--- src/design/kbsc_pkg.sv ---
package kbsc_pkg;

  localparam int POOL_DEPTH    = 128;
  localparam int AW            = $clog2(POOL_DEPTH);
  localparam int WARMUP_ROUNDS = 2048;
  localparam int CNT_W         = $clog2(WARMUP_ROUNDS + 1);
  localparam int PADDR_W       = 3;

  localparam logic [AW-1:0] PTR_SLOT   = AW'(POOL_DEPTH - 1);
  localparam logic [AW-1:0] LAST_ENTRY = AW'(POOL_DEPTH - 2);
  localparam logic [7:0]    PTR_MASK   = 8'(POOL_DEPTH - 1);

  localparam logic [PADDR_W-3:0] REG_SEED_WORD = '0;

  typedef enum logic [1:0] {
    FUNC_SEED = 2'd0,
    FUNC_KEY  = 2'd1,
    FUNC_WARM = 2'd2,
    FUNC_DATA = 2'd3
  } func_t;

  typedef enum logic [2:0] {
    ST_CLEAR,
    ST_IDLE,
    ST_FILL,
    ST_KEY_RD,
    ST_KEY_WR,
    ST_DRAW_A,
    ST_DRAW_B,
    ST_DRAW_C
  } state_t;

  typedef struct packed {
    logic          start;
    func_t         func;
    logic [AW-1:0] key_index;
    logic [7:0]    data;
  } cmd_t;

  typedef struct packed {
    logic       valid;
    logic [7:0] data;
  } result_t;

endpackage

--- src/design/kbsc_ram.sv ---
module kbsc_ram #(
  parameter int WIDTH = 8,
  parameter int DEPTH = 128
) (
  input  logic                     clk,
  input  logic                     we,
  input  logic [$clog2(DEPTH)-1:0] waddr,
  input  logic [WIDTH-1:0]         wdata,
  input  logic [$clog2(DEPTH)-1:0] raddr,
  output logic [WIDTH-1:0]         rdata
);

  logic [WIDTH-1:0] mem [DEPTH];

  always_ff @(posedge clk) begin
    if (we) begin
      mem[waddr] <= wdata;
    end
    rdata <= mem[raddr];
  end

endmodule

--- src/design/kbsc_engine.sv ---
module kbsc_engine import kbsc_pkg::*; (
  input  logic        clk,
  input  logic        rst_n,
  input  cmd_t        cmd,
  input  logic [31:0] seed_word,
  output logic        busy,
  output result_t     result
);

  state_t state_r, state_nxt;
  logic [7:0]       ptr_r, ptr_nxt;
  logic [AW-1:0]    addr_r, addr_nxt;
  logic [7:0]       byte_r, byte_nxt;
  logic [AW-1:0]    slot_r, slot_nxt;
  logic [7:0]       pinc_r, pinc_nxt;
  logic [CNT_W-1:0] cnt_r, cnt_nxt;
  logic             data_r, data_nxt;

  logic          ram_we;
  logic [AW-1:0] ram_waddr;
  logic [7:0]    ram_wdata;
  logic [AW-1:0] ram_raddr;
  logic [7:0]    ram_rdata;

  logic [7:0]    add_a, add_b, add_sum;
  logic [7:0]    pool_val;
  logic [AW-1:0] slot_c;
  logic [7:0]    fill_byte;

  kbsc_ram #(.WIDTH(8), .DEPTH(POOL_DEPTH)) u_pool (
    .clk   (clk),
    .we    (ram_we),
    .waddr (ram_waddr),
    .wdata (ram_wdata),
    .raddr (ram_raddr),
    .rdata (ram_rdata)
  );

  // The pointer lives in ptr_r, so a read of its slot is served from the register.
  assign pool_val  = (ptr_r[AW-1:0] == PTR_SLOT) ? ptr_r : ram_rdata;
  assign fill_byte = seed_word[{addr_r[1:0], 3'b000} +: 8];
  assign add_sum   = add_a + add_b;
  assign slot_c    = (add_sum[AW-1:0] == PTR_SLOT) ? '0 : add_sum[AW-1:0];
  assign busy      = (state_r != ST_IDLE);

  always_comb begin
    add_a = ptr_r;
    add_b = 8'd1;
    unique case (state_r)
      ST_DRAW_B: begin
        add_b = pool_val;
      end
      ST_DRAW_C: begin
        add_a = ram_rdata;
        add_b = pinc_r;
      end
      ST_CLEAR, ST_IDLE, ST_FILL, ST_KEY_RD, ST_KEY_WR, ST_DRAW_A: begin
        add_a = ptr_r;
      end
    endcase
  end

  always_comb begin
    state_nxt = state_r;
    unique case (state_r)
      ST_CLEAR, ST_FILL: begin
        if (addr_r == LAST_ENTRY) state_nxt = ST_IDLE;
      end
      ST_IDLE: begin
        if (cmd.start) begin
          unique case (cmd.func)
            FUNC_SEED: state_nxt = ST_FILL;
            FUNC_KEY:  state_nxt = (cmd.key_index == PTR_SLOT) ? ST_IDLE : ST_KEY_RD;
            FUNC_WARM: state_nxt = (WARMUP_ROUNDS == 0) ? ST_IDLE : ST_DRAW_A;
            FUNC_DATA: state_nxt = ST_DRAW_A;
          endcase
        end
      end
      ST_KEY_RD: state_nxt = ST_KEY_WR;
      ST_KEY_WR: state_nxt = ST_IDLE;
      ST_DRAW_A: state_nxt = ST_DRAW_B;
      ST_DRAW_B: state_nxt = ST_DRAW_C;
      ST_DRAW_C: begin
        state_nxt = (data_r || cnt_r == CNT_W'(1)) ? ST_IDLE : ST_DRAW_A;
      end
    endcase
  end

  always_comb begin
    ptr_nxt   = ptr_r;
    addr_nxt  = addr_r;
    byte_nxt  = byte_r;
    slot_nxt  = slot_r;
    pinc_nxt  = pinc_r;
    cnt_nxt   = cnt_r;
    data_nxt  = data_r;
    ram_we    = 1'b0;
    ram_waddr = addr_r;
    ram_wdata = '0;
    ram_raddr = addr_r;
    result    = '0;
    unique case (state_r)
      ST_CLEAR: begin
        ram_we   = 1'b1;
        addr_nxt = addr_r + 1'b1;
      end
      ST_IDLE: begin
        if (cmd.start) begin
          byte_nxt = cmd.data;
          data_nxt = (cmd.func == FUNC_DATA);
          cnt_nxt  = CNT_W'(WARMUP_ROUNDS);
          addr_nxt = '0;
          unique case (cmd.func)
            FUNC_SEED: ptr_nxt = seed_word[31:24];
            FUNC_KEY: begin
              if (cmd.key_index == PTR_SLOT) begin
                ptr_nxt = ptr_r ^ cmd.data;
              end else begin
                addr_nxt = cmd.key_index;
              end
            end
            FUNC_WARM: ptr_nxt = ptr_r & PTR_MASK;
            FUNC_DATA: ptr_nxt = ptr_r;
          endcase
        end
      end
      ST_FILL: begin
        ram_we    = 1'b1;
        ram_wdata = fill_byte;
        addr_nxt  = addr_r + 1'b1;
      end
      ST_KEY_RD: begin
        ram_raddr = addr_r;
      end
      ST_KEY_WR: begin
        ram_we    = 1'b1;
        ram_wdata = ram_rdata ^ byte_r;
      end
      ST_DRAW_A: begin
        ram_raddr = ptr_r[AW-1:0];
        pinc_nxt  = add_sum;
      end
      ST_DRAW_B: begin
        slot_nxt  = slot_c;
        ram_raddr = slot_c;
      end
      ST_DRAW_C: begin
        ram_we       = 1'b1;
        ram_waddr    = slot_r;
        ram_wdata    = add_sum;
        ptr_nxt      = {{(8-AW){1'b0}}, slot_r};
        cnt_nxt      = cnt_r - 1'b1;
        result.valid = data_r;
        result.data  = byte_r ^ add_sum;
      end
    endcase
  end

  always_ff @(posedge clk) begin
    if (!rst_n) begin
      state_r <= ST_CLEAR;
      ptr_r   <= '0;
      addr_r  <= '0;
      cnt_r   <= '0;
      data_r  <= 1'b0;
    end else begin
      state_r <= state_nxt;
      ptr_r   <= ptr_nxt;
      addr_r  <= addr_nxt;
      cnt_r   <= cnt_nxt;
      data_r  <= data_nxt;
    end
  end

  always_ff @(posedge clk) begin
    byte_r <= byte_nxt;
    slot_r <= slot_nxt;
    pinc_r <= pinc_nxt;
  end

endmodule

--- src/design/keyed_byte_stream_cipher_unit.sv ---
// A data beat keeps it busy through DRAW_A, DRAW_B and DRAW_C; its result is shown in the
// cycle after, a draw using the single pool memory and the shared 8-bit adder. A key beat
// keeps it busy through KEY_RD and KEY_WR (none when it hits the pointer slot), a seed
// fill writes pool entries 0 to 126 (one pool entry per cycle) and a warm-up runs 2048
// draws, one item at a time. Synchronous active-low reset; afterwards a clearing pass
// zeroes entries 0 to 126 while input beats stall; register writes are still taken.
module keyed_byte_stream_cipher_unit import kbsc_pkg::*; (
  input  logic               clk,
  input  logic               rst_n,
  input  logic               psel,
  input  logic               penable,
  input  logic               pwrite,
  input  logic [PADDR_W-1:0] paddr,
  input  logic [31:0]        pwdata,
  output logic [31:0]        prdata,
  output logic               pready,
  input  logic               in_valid,
  output logic               in_stall,
  input  logic [1:0]         in_func,
  input  logic [6:0]         in_key_index,
  input  logic [7:0]         in_byte,
  output logic               out_valid,
  input  logic               out_stall,
  output logic [7:0]         out_byte
);

  logic [31:0] seed_r;
  logic        out_valid_r;
  logic [7:0]  out_byte_r;
  logic        busy;
  cmd_t        cmd;
  result_t     result;
  logic        seed_sel;

  assign seed_sel = (paddr[PADDR_W-1:2] == REG_SEED_WORD);
  assign pready   = 1'b1;
  assign prdata   = seed_sel ? seed_r : '0;

  always_ff @(posedge clk) begin
    if (!rst_n) begin
      seed_r <= '0;
    end else if (psel && penable && pwrite && seed_sel) begin
      seed_r <= pwdata;
    end
  end

  // A data beat waits until the output register is free.
  assign in_stall = busy || (out_valid_r && (func_t'(in_func) == FUNC_DATA));

  assign cmd.start     = in_valid && !in_stall;
  assign cmd.func      = func_t'(in_func);
  assign cmd.key_index = in_key_index;
  assign cmd.data      = in_byte;

  kbsc_engine u_engine (
    .clk       (clk),
    .rst_n     (rst_n),
    .cmd       (cmd),
    .seed_word (seed_r),
    .busy      (busy),
    .result    (result)
  );

  always_ff @(posedge clk) begin
    if (!rst_n) begin
      out_valid_r <= 1'b0;
    end else if (result.valid) begin
      out_valid_r <= 1'b1;
    end else if (!out_stall) begin
      out_valid_r <= 1'b0;
    end
  end

  always_ff @(posedge clk) begin
    if (result.valid) begin
      out_byte_r <= result.data;
    end
  end

  assign out_valid = out_valid_r;
  assign out_byte  = out_byte_r;

endmodule

--- config.mk ---
export PLATFORM = sky130hd
export DESIGN_NAME = keyed_byte_stream_cipher_unit
export DESIGN_NICKNAME = d
export VERILOG_FILES = /design/src/design/kbsc_pkg.sv /design/src/design/kbsc_ram.sv /design/src/design/kbsc_engine.sv /design/src/design/keyed_byte_stream_cipher_unit.sv
export SDC_FILE = /design/constraint.sdc
export NUM_CORES = 2
export LEC_CHECK = 0
export BUFFER_PORTS_ARGS = -buffer_cell sky130_fd_sc_hd__buf_4
export CAP_MARGIN = 20
export CORE_MARGIN = 2
export CORE_UTILIZATION = 42
export DETAILED_ROUTE_END_ITERATION = 8
export HOLD_SLACK_MARGIN = 0.03
export MAX_ROUTING_LAYER = met4
export SETUP_SLACK_MARGIN = 0.05
export SLEW_MARGIN = 0
export SYNTH_ARGS = -nofsm -noshare
export SYNTH_HDL_FRONTEND = slang
export SYNTH_SLANG_ARGS = --single-unit
--- constraint.sdc ---
create_clock -name clk -period 6.9 [get_ports clk]
set_clock_uncertainty 0.05 [all_clocks]
set_input_delay 0.69 -clock clk [delete_from_list [all_inputs] [get_ports clk]]
set_output_delay 0.69 -clock clk [all_outputs]
set_load 0.02 [all_outputs]
# --- Word level (Yosys, flattened, before mapping) ---
# Memory sizes are Yosys's and may differ from the RTL's. A register that Yosys moved wholly into a read port is not among the register bits.
# Index checks and enable logic that the tools add are counted.
# W data, S select, Z words.
op_classes:
  shifts: 1
  muxes: 30
  n_eq_ne: 22
  n_addsub: 3
  reduce_logical: 21
  bitwise_logic: 4
op_table:
  columns: ["op", "count"]
  rows:
  - ["$pmux W8 S3", 2]
  - ["$mux W7", 5]
  - ["$mux W32", 1]
  - ["$mux W8", 4]
  - ["$pmux W8 S2", 2]
  - ["$shiftx A32 B6 Y8", 1]
  - ["$eq A7 B7 Y1 const B", 4]
  - ["$pmux W7 S2", 2]
  - ["$pmux W12 S2", 1]
  - ["$xor A8 B8 Y8", 3]
  - ["$pmux W3 S7", 1]
  - ["$eq A12 B1 Y1 const B", 1]
  - ["$eq A3 B3 Y1 const B", 4]
  - ["$mux W12", 1]
  - ["$sub A12 B1 Y12 const B", 1]
  - ["$mux W3", 3]
  - ["$mux W9", 1]
  - ["$pmux W3 S3", 1]
  - ["$add A8 B8 Y8", 1]
  - ["$reduce_and A2 Y1", 4]
  - ["$add A7 B1 Y7 const B", 1]
  - ["$eq A3 B2 Y1 const B", 2]
  - ["$ne A2 B2 Y1 const B", 3]
  - ["$logic_and A1 B1 Y1", 5]
  - ["18 further kinds", 27]
totals:
  output_inout_bits: 43
  n_memories: 1
  inputBits: 59
  reg_bits: 95
  ram_bits: 1024
  word_cells: 94
mem_list:
  columns: ["memory", "words", "word_bits", "rd", "rd_clocked_by_memory_dff", "write_ports", "line_no", "text"]
  rows:
  - ["u_engine.u_pool.mem", 128, 8, 1, 1, 1, "kbsc_ram.sv:13", "logic [WIDTH-1:0] mem [DEPTH];"]

# --- Logic depth before layout (Yosys ltp) ---
logic_depth:
  word_depth: 7
  mapped_depth: 27
  mapped_depth_nobuf: 17

# --- Cells and area by module ---
# Synthesis repeated with hierarchy kept, for this count alone.
unflattened:
  hier_cells: 2281
  hier_area_um2: 45444.8
by_module_without_submodules:
  columns: ["module", "n_inst", "area_per_inst_um2", "seq_area_each_um2", "cells_per_inst"]
  rows:
  - ["kbsc_ram", 1, 39665.5, 30909.6, 1635]
  - ["kbsc_engine", 1, 3952.5, 1311.3, 455]
  - ["keyed_byte_stream_cipher_unit", 1, 1826.8, 900.9, 191]

# --- Worst setup path before layout ---
# OpenSTA, ideal clock, no wires.
synth_path:
  path_type: "register to register"
  startpoint: "register u_engine.addr_r[0]"
  endpoint: "memory u_engine.u_pool.mem[0][4], data pin"
  setup_time_ns: 1.197
  path_slack_ns: -0.712
  path_buffers: 2
  arrival_ns: 6.365
  required_time_ns: 5.653
  stages_incl_launch_ff: 6
  synth_period_minus_slack_ns: 7.612
  path_cell_list: "dfxtp_1 > clkbuf_1 > clkbuf_1 > mux4_2 > a22oi_1 > o21ai_0"
synth_via:
  elab_chain_cells: 2
synth_rtl:
  columns: ["item", "line_no", "text"]
  rows:
  - ["start: declaration", "kbsc_engine.sv:12", "logic [AW-1:0] addr_r, addr_nxt;"]
  - ["start signal: assignment", "kbsc_engine.sv:169", "addr_r <= addr_nxt;"]
  - ["$shiftx A32 B6 Y8", "kbsc_engine.sv:41", "assign fill_byte = seed_word[{addr_r[1:0], 3'b000} +: 8];"]
  - ["$pmux W8 S3", "kbsc_engine.sv:102", "unique case (state_r)"]
  - ["named net u_engine.ram_wdata[4]", "kbsc_engine.sv:21", "logic [7:0] ram_wdata;"]
  - ["end: declaration", "kbsc_ram.sv:13", null]
# The timed path passes the listed nets, and every way through them passes these cells.

# --- Worst setup path after layout ---
layout_path:
  startpoint: "register u_engine.state_r[1]"
  endpoint: "register u_engine.u_pool.rdata[7] (read register of u_engine.u_pool.mem)"
layout_via:
  elab_chain_cells: 6
  elab_cells_between_ends: 9
layout_rtl:
  columns: ["item", "line_no", "text"]
  rows:
  - ["start: declaration", "kbsc_engine.sv:10", "state_t state_r, state_nxt;"]
  - ["start signal: assignment", "kbsc_engine.sv:167", "state_r <= state_nxt;"]
  - ["$eq A3 B3 Y1", "kbsc_engine.sv:49", "unique case (state_r)"]
  - ["$pmux W8 S2 or $mux W8 (tied branches)", "kbsc_engine.sv:49", null]
  - ["$add A8 B8 Y8 *", "kbsc_engine.sv:42", "assign add_sum = add_a + add_b;"]
  - ["named net u_engine.add_sum[3]", "kbsc_engine.sv:25", "logic [7:0] add_a, add_b, add_sum;"]
  - ["$eq A7 B7 Y1", "kbsc_engine.sv:43", "assign slot_c = (add_sum[AW-1:0] == PTR_SLOT) ? '0 : add_sum[AW-1:0];"]
  - ["$mux W7 *", "kbsc_engine.sv:43", null]
  - ["$pmux W7 S2 *", "kbsc_engine.sv:102", null]
  - ["end: declaration", "kbsc_ram.sv:10", "output logic [WIDTH-1:0] rdata"]
# Mark *: on every way through the listed nets, which the timed path passes. The rest lies on a longest branch.
# A chain may end at the register's enable or synchronous reset.

==> run metrics <==
Starting DRT DRC Count 3332; port bufs 98; total wire length about 130000 um; post-layout minimum cycle time 6.58 ns; Crit. End Element flip-flop; DRC viols 0; Initial Util 0.423; final period utilization 0.954; Hold Buf Count CTS 0; Yosys cell types 90; Root Driver clkbuf_16; initial antenna violation count 1; IO Pins 102; Pleak roughly 0.017 uW; routed len/inst 24.3 um; vias post-DR between 30000 and 40000; final hold violations 0; CP top delay family simple AND/OR/NAND/NOR gates; Synth top area share 0.678; worst vdd ir roughly 0.20 mV; die width 338 um; Mapped Cells about 3700; clk buf depth 3; row count approximately 120; Final GP Congestion approximately 0.9; CP Class flip-flop to flip-flop; Syn Area/Cell around 13 um2; Worst EP required about 7.4 ns; setup ws final ~0.32 ns; Reg clk slew, reported paths ~0.060 ns; Int Power about 11000 uW; CP max-delay cell dfxtp_1; sequential group share of total power 0.519; CORE AREA approximately 110000 um2; Ys Warns 0; Nets 3807; via/cell ratio roughly 5.7; Seq cells post-synth about 1100; Fin Setup TNS 0 ns; die height about 340 um; slew margin rel. 0.278; grt ovf 0; most frequent cells in the layout edfxtp_1 (1055), nand2_1 (797), nand3_1 (209); Clk Latency, worst-skew pair around 0.74 ns; final setup fails 0; area grow syn2layout 13.6%; Cell Area, Synth 46700 um2; worst path bufs/invs 3; Top FF cell, synth edfxtp_1; outcome completed; Placement Setup Slack 0.610 ns; number of synthesized flops with an enable pin around 1100; Net Sw Frac 0.229; CTS sink count 1127; vias in the first global route approximately 29000; Psw between 3000 and 4000 uW; Synth area leaders edfxtp_1 (68%), nand2_1 (6.4%), dfxtp_1 (3.1%), nand3_1 (2.3%), a211oi_1 (2.1%); P per Cell Area 270 nW/um2; largest net degree at the start of global routing around 130; hpwl dp ~80000 um; Slew @ Worst Pin approximately 1.1 ns; CTS Buf Count 115; antenna viol nets, final 0; fmax 152 MHz; CP Max Fanout 70; postcts setup bufs 0; Async SR Flop Fraction 0; first-pass GRT wire length between 150000 and 200000 um; syn_nets about 3700; Clk pwr share 0.418; CTS tree done; CP arrival 7.10 ns; HP Class primary input to flip-flop; combinational share of power 0.063; CP cell instances nand2_1 > or2_2 > inv_1 > o21ai_0 > nand2_1 > ha_1 > a211oi_2 > nor2_1 > xnor2_4 > clkinv_1 > a41o_2 > buf_12 > and3_1 > a211oi_1 > a311oi_1 > nor4_1 > o2111ai_1 > or4_1; layout cells sized above 1 0.107; pins over their slew limit 0; most common cell after layout, fill and taps aside edfxtp_1; H-tree levels 3; crit-path max cell delay approximately 0.64 ns; most frequent CP cell nand2_1; Synth area leader edfxtp_1; cts repair resizes 0; Startpoint Class flip-flop; RSZ-0062 raised after global routing false; die area about 110000 um2; total global-route track usage 0.232; post-synthesis sequential area ratio 0.709; maxcap violations 0; first-pass detailed-route iteration total 6
[kinds of logic after synthesis]
kind of cell | after synthesis | synth area share
AO/OA/AOI/OAI | 644 | 0.0967
other | 1 | 0.0000803
AND/OR/NAND/NOR | 1516 | 0.146
XOR/XNOR | 24 | 0.00490
buffers and inverters | 273 | 0.0246
flip-flops | 1127 | 0.709
adder cells (fa/ha/maj) | 16 | 0.00445
multiplexers | 58 | 0.0148
[final cells by class]
cell class | instances | area [um2]
Antenna cell | 1 | 2.50
Clock buffer | 147 | 3020
Clock inverter | 68 | 577
Fill cell | 9760 | 57500
Inverter | 34 | 130
Multi-Input combinational cell | 2259 | 12600
Sequential cell | 1127 | 33100
Tap cell | 1488 | 1860
Timing Repair Buffer | 195 | 1710
[stage by stage]
step	util	instance area, um2	cells	total power, uW	hold slack [ns]
floorplan	-	46800	3659	8140	0.392
global placement	0.447	49400	5100	8460	0.407
detailed placement	0.447	49400	5101	8470	0.409
CTS	0.480	53000	5316	14400	0.0826
global route	0.480	53100	5318	14700	0.102
finish	0.480	53100	5319	14300	0.112
[power groups by stage]
stage               combinational (uW)  sequential (uW)  clock [uW]
floorplan                          583             7550           0
CTS                                893             7440        6070
global placement                   882             7580           0
finish                             897             7440        5990
global route                       971             7440        6340
detailed placement                 891             7580           0
[cell usage after synthesis (32+ instances only)]
| library cell | count |
|---|---|
| a21oi_1 | 159 |
| clkbuf_1 | 142 |
| mux2i_1 | 49 |
| buf_1 | 33 |
| nor2_1 | 198 |
| and3_1 | 105 |
| nor2b_1 | 32 |
| a32oi_1 | 34 |
| nand4_1 | 63 |
| o21ai_0 | 64 |
| a211oi_1 | 128 |
| dfxtp_1 | 72 |
| a31oi_1 | 50 |
| edfxtp_1 | 1055 |
| nand3_1 | 211 |
| buf_2 | 51 |
| nand2_1 | 799 |
| a311oi_1 | 51 |
[final timing paths]
path,from,to,slack (ns),depth (start not counted)
worst max-delay path,u_engine.state_r[1]$_SDFFE_PN0P_,u_engine.u_pool.rdata[7]$_DFF_P_,0.32,18
worst min register to register,seed_r[19]$_SDFFE_PN0P_,seed_r[19]$_SDFFE_PN0P_,0.42,2
worst max register to register,u_engine.state_r[1]$_SDFFE_PN0P_,u_engine.u_pool.rdata[7]$_DFF_P_,0.32,18
worst min-delay path,in_byte[1],u_engine.byte_r[1]$_DFFE_PP_,0.11,1
[layer usage]
| layer | routed length, um | track usage | part of all wire | vias to the layer above |
|---|---|---|---|---|
| met5 | 0 | - | 0 | - |
| met4 | 4450 | 0.0810 | 0.034 | 0 |
| met3 | 8790 | 0.0363 | 0.068 | 242 |
| met2 | 60500 | 0.357 | 0.47 | 1063 |
| met1 | 55500 | 0.314 | 0.43 | 15270 |
| li1 | - | - | - | 13939 |
[worst register-to-register path, stage by stage, from the launching register on]
cell and delay (ns):
dfxtp_1 0.64, nand2_1 0.18, or2_2 0.38, inv_1 0.26
o21ai_0 0.15, nand2_1 0.14, ha_1 0.25, a211oi_2 0.31
nor2_1 0.17, xnor2_4 0.44, clkinv_1 0.45, a41o_2 0.44
buf_12 0.23, and3_1 0.35, a211oi_1 0.22, a311oi_1 0.09
nor4_1 0.64, o2111ai_1 0.40, or4_1 0.61
[flip-flops by register name, summed over array words and instances (netlist names)]
name,flops
u_engine.byte_r,8
u_engine.u_pool.rdata,8
u_engine.data_r,1
u_engine.slot_r,7
out_byte,8
u_engine.cnt_r,12
u_engine.state_r,3
u_engine.addr_r,7
u_engine.pinc_r,8
seed_r,32
out_valid,1
u_engine.u_pool.mem,1024
u_engine.ptr_r,8
Note: power is estimated with default switching activity, not from simulation.
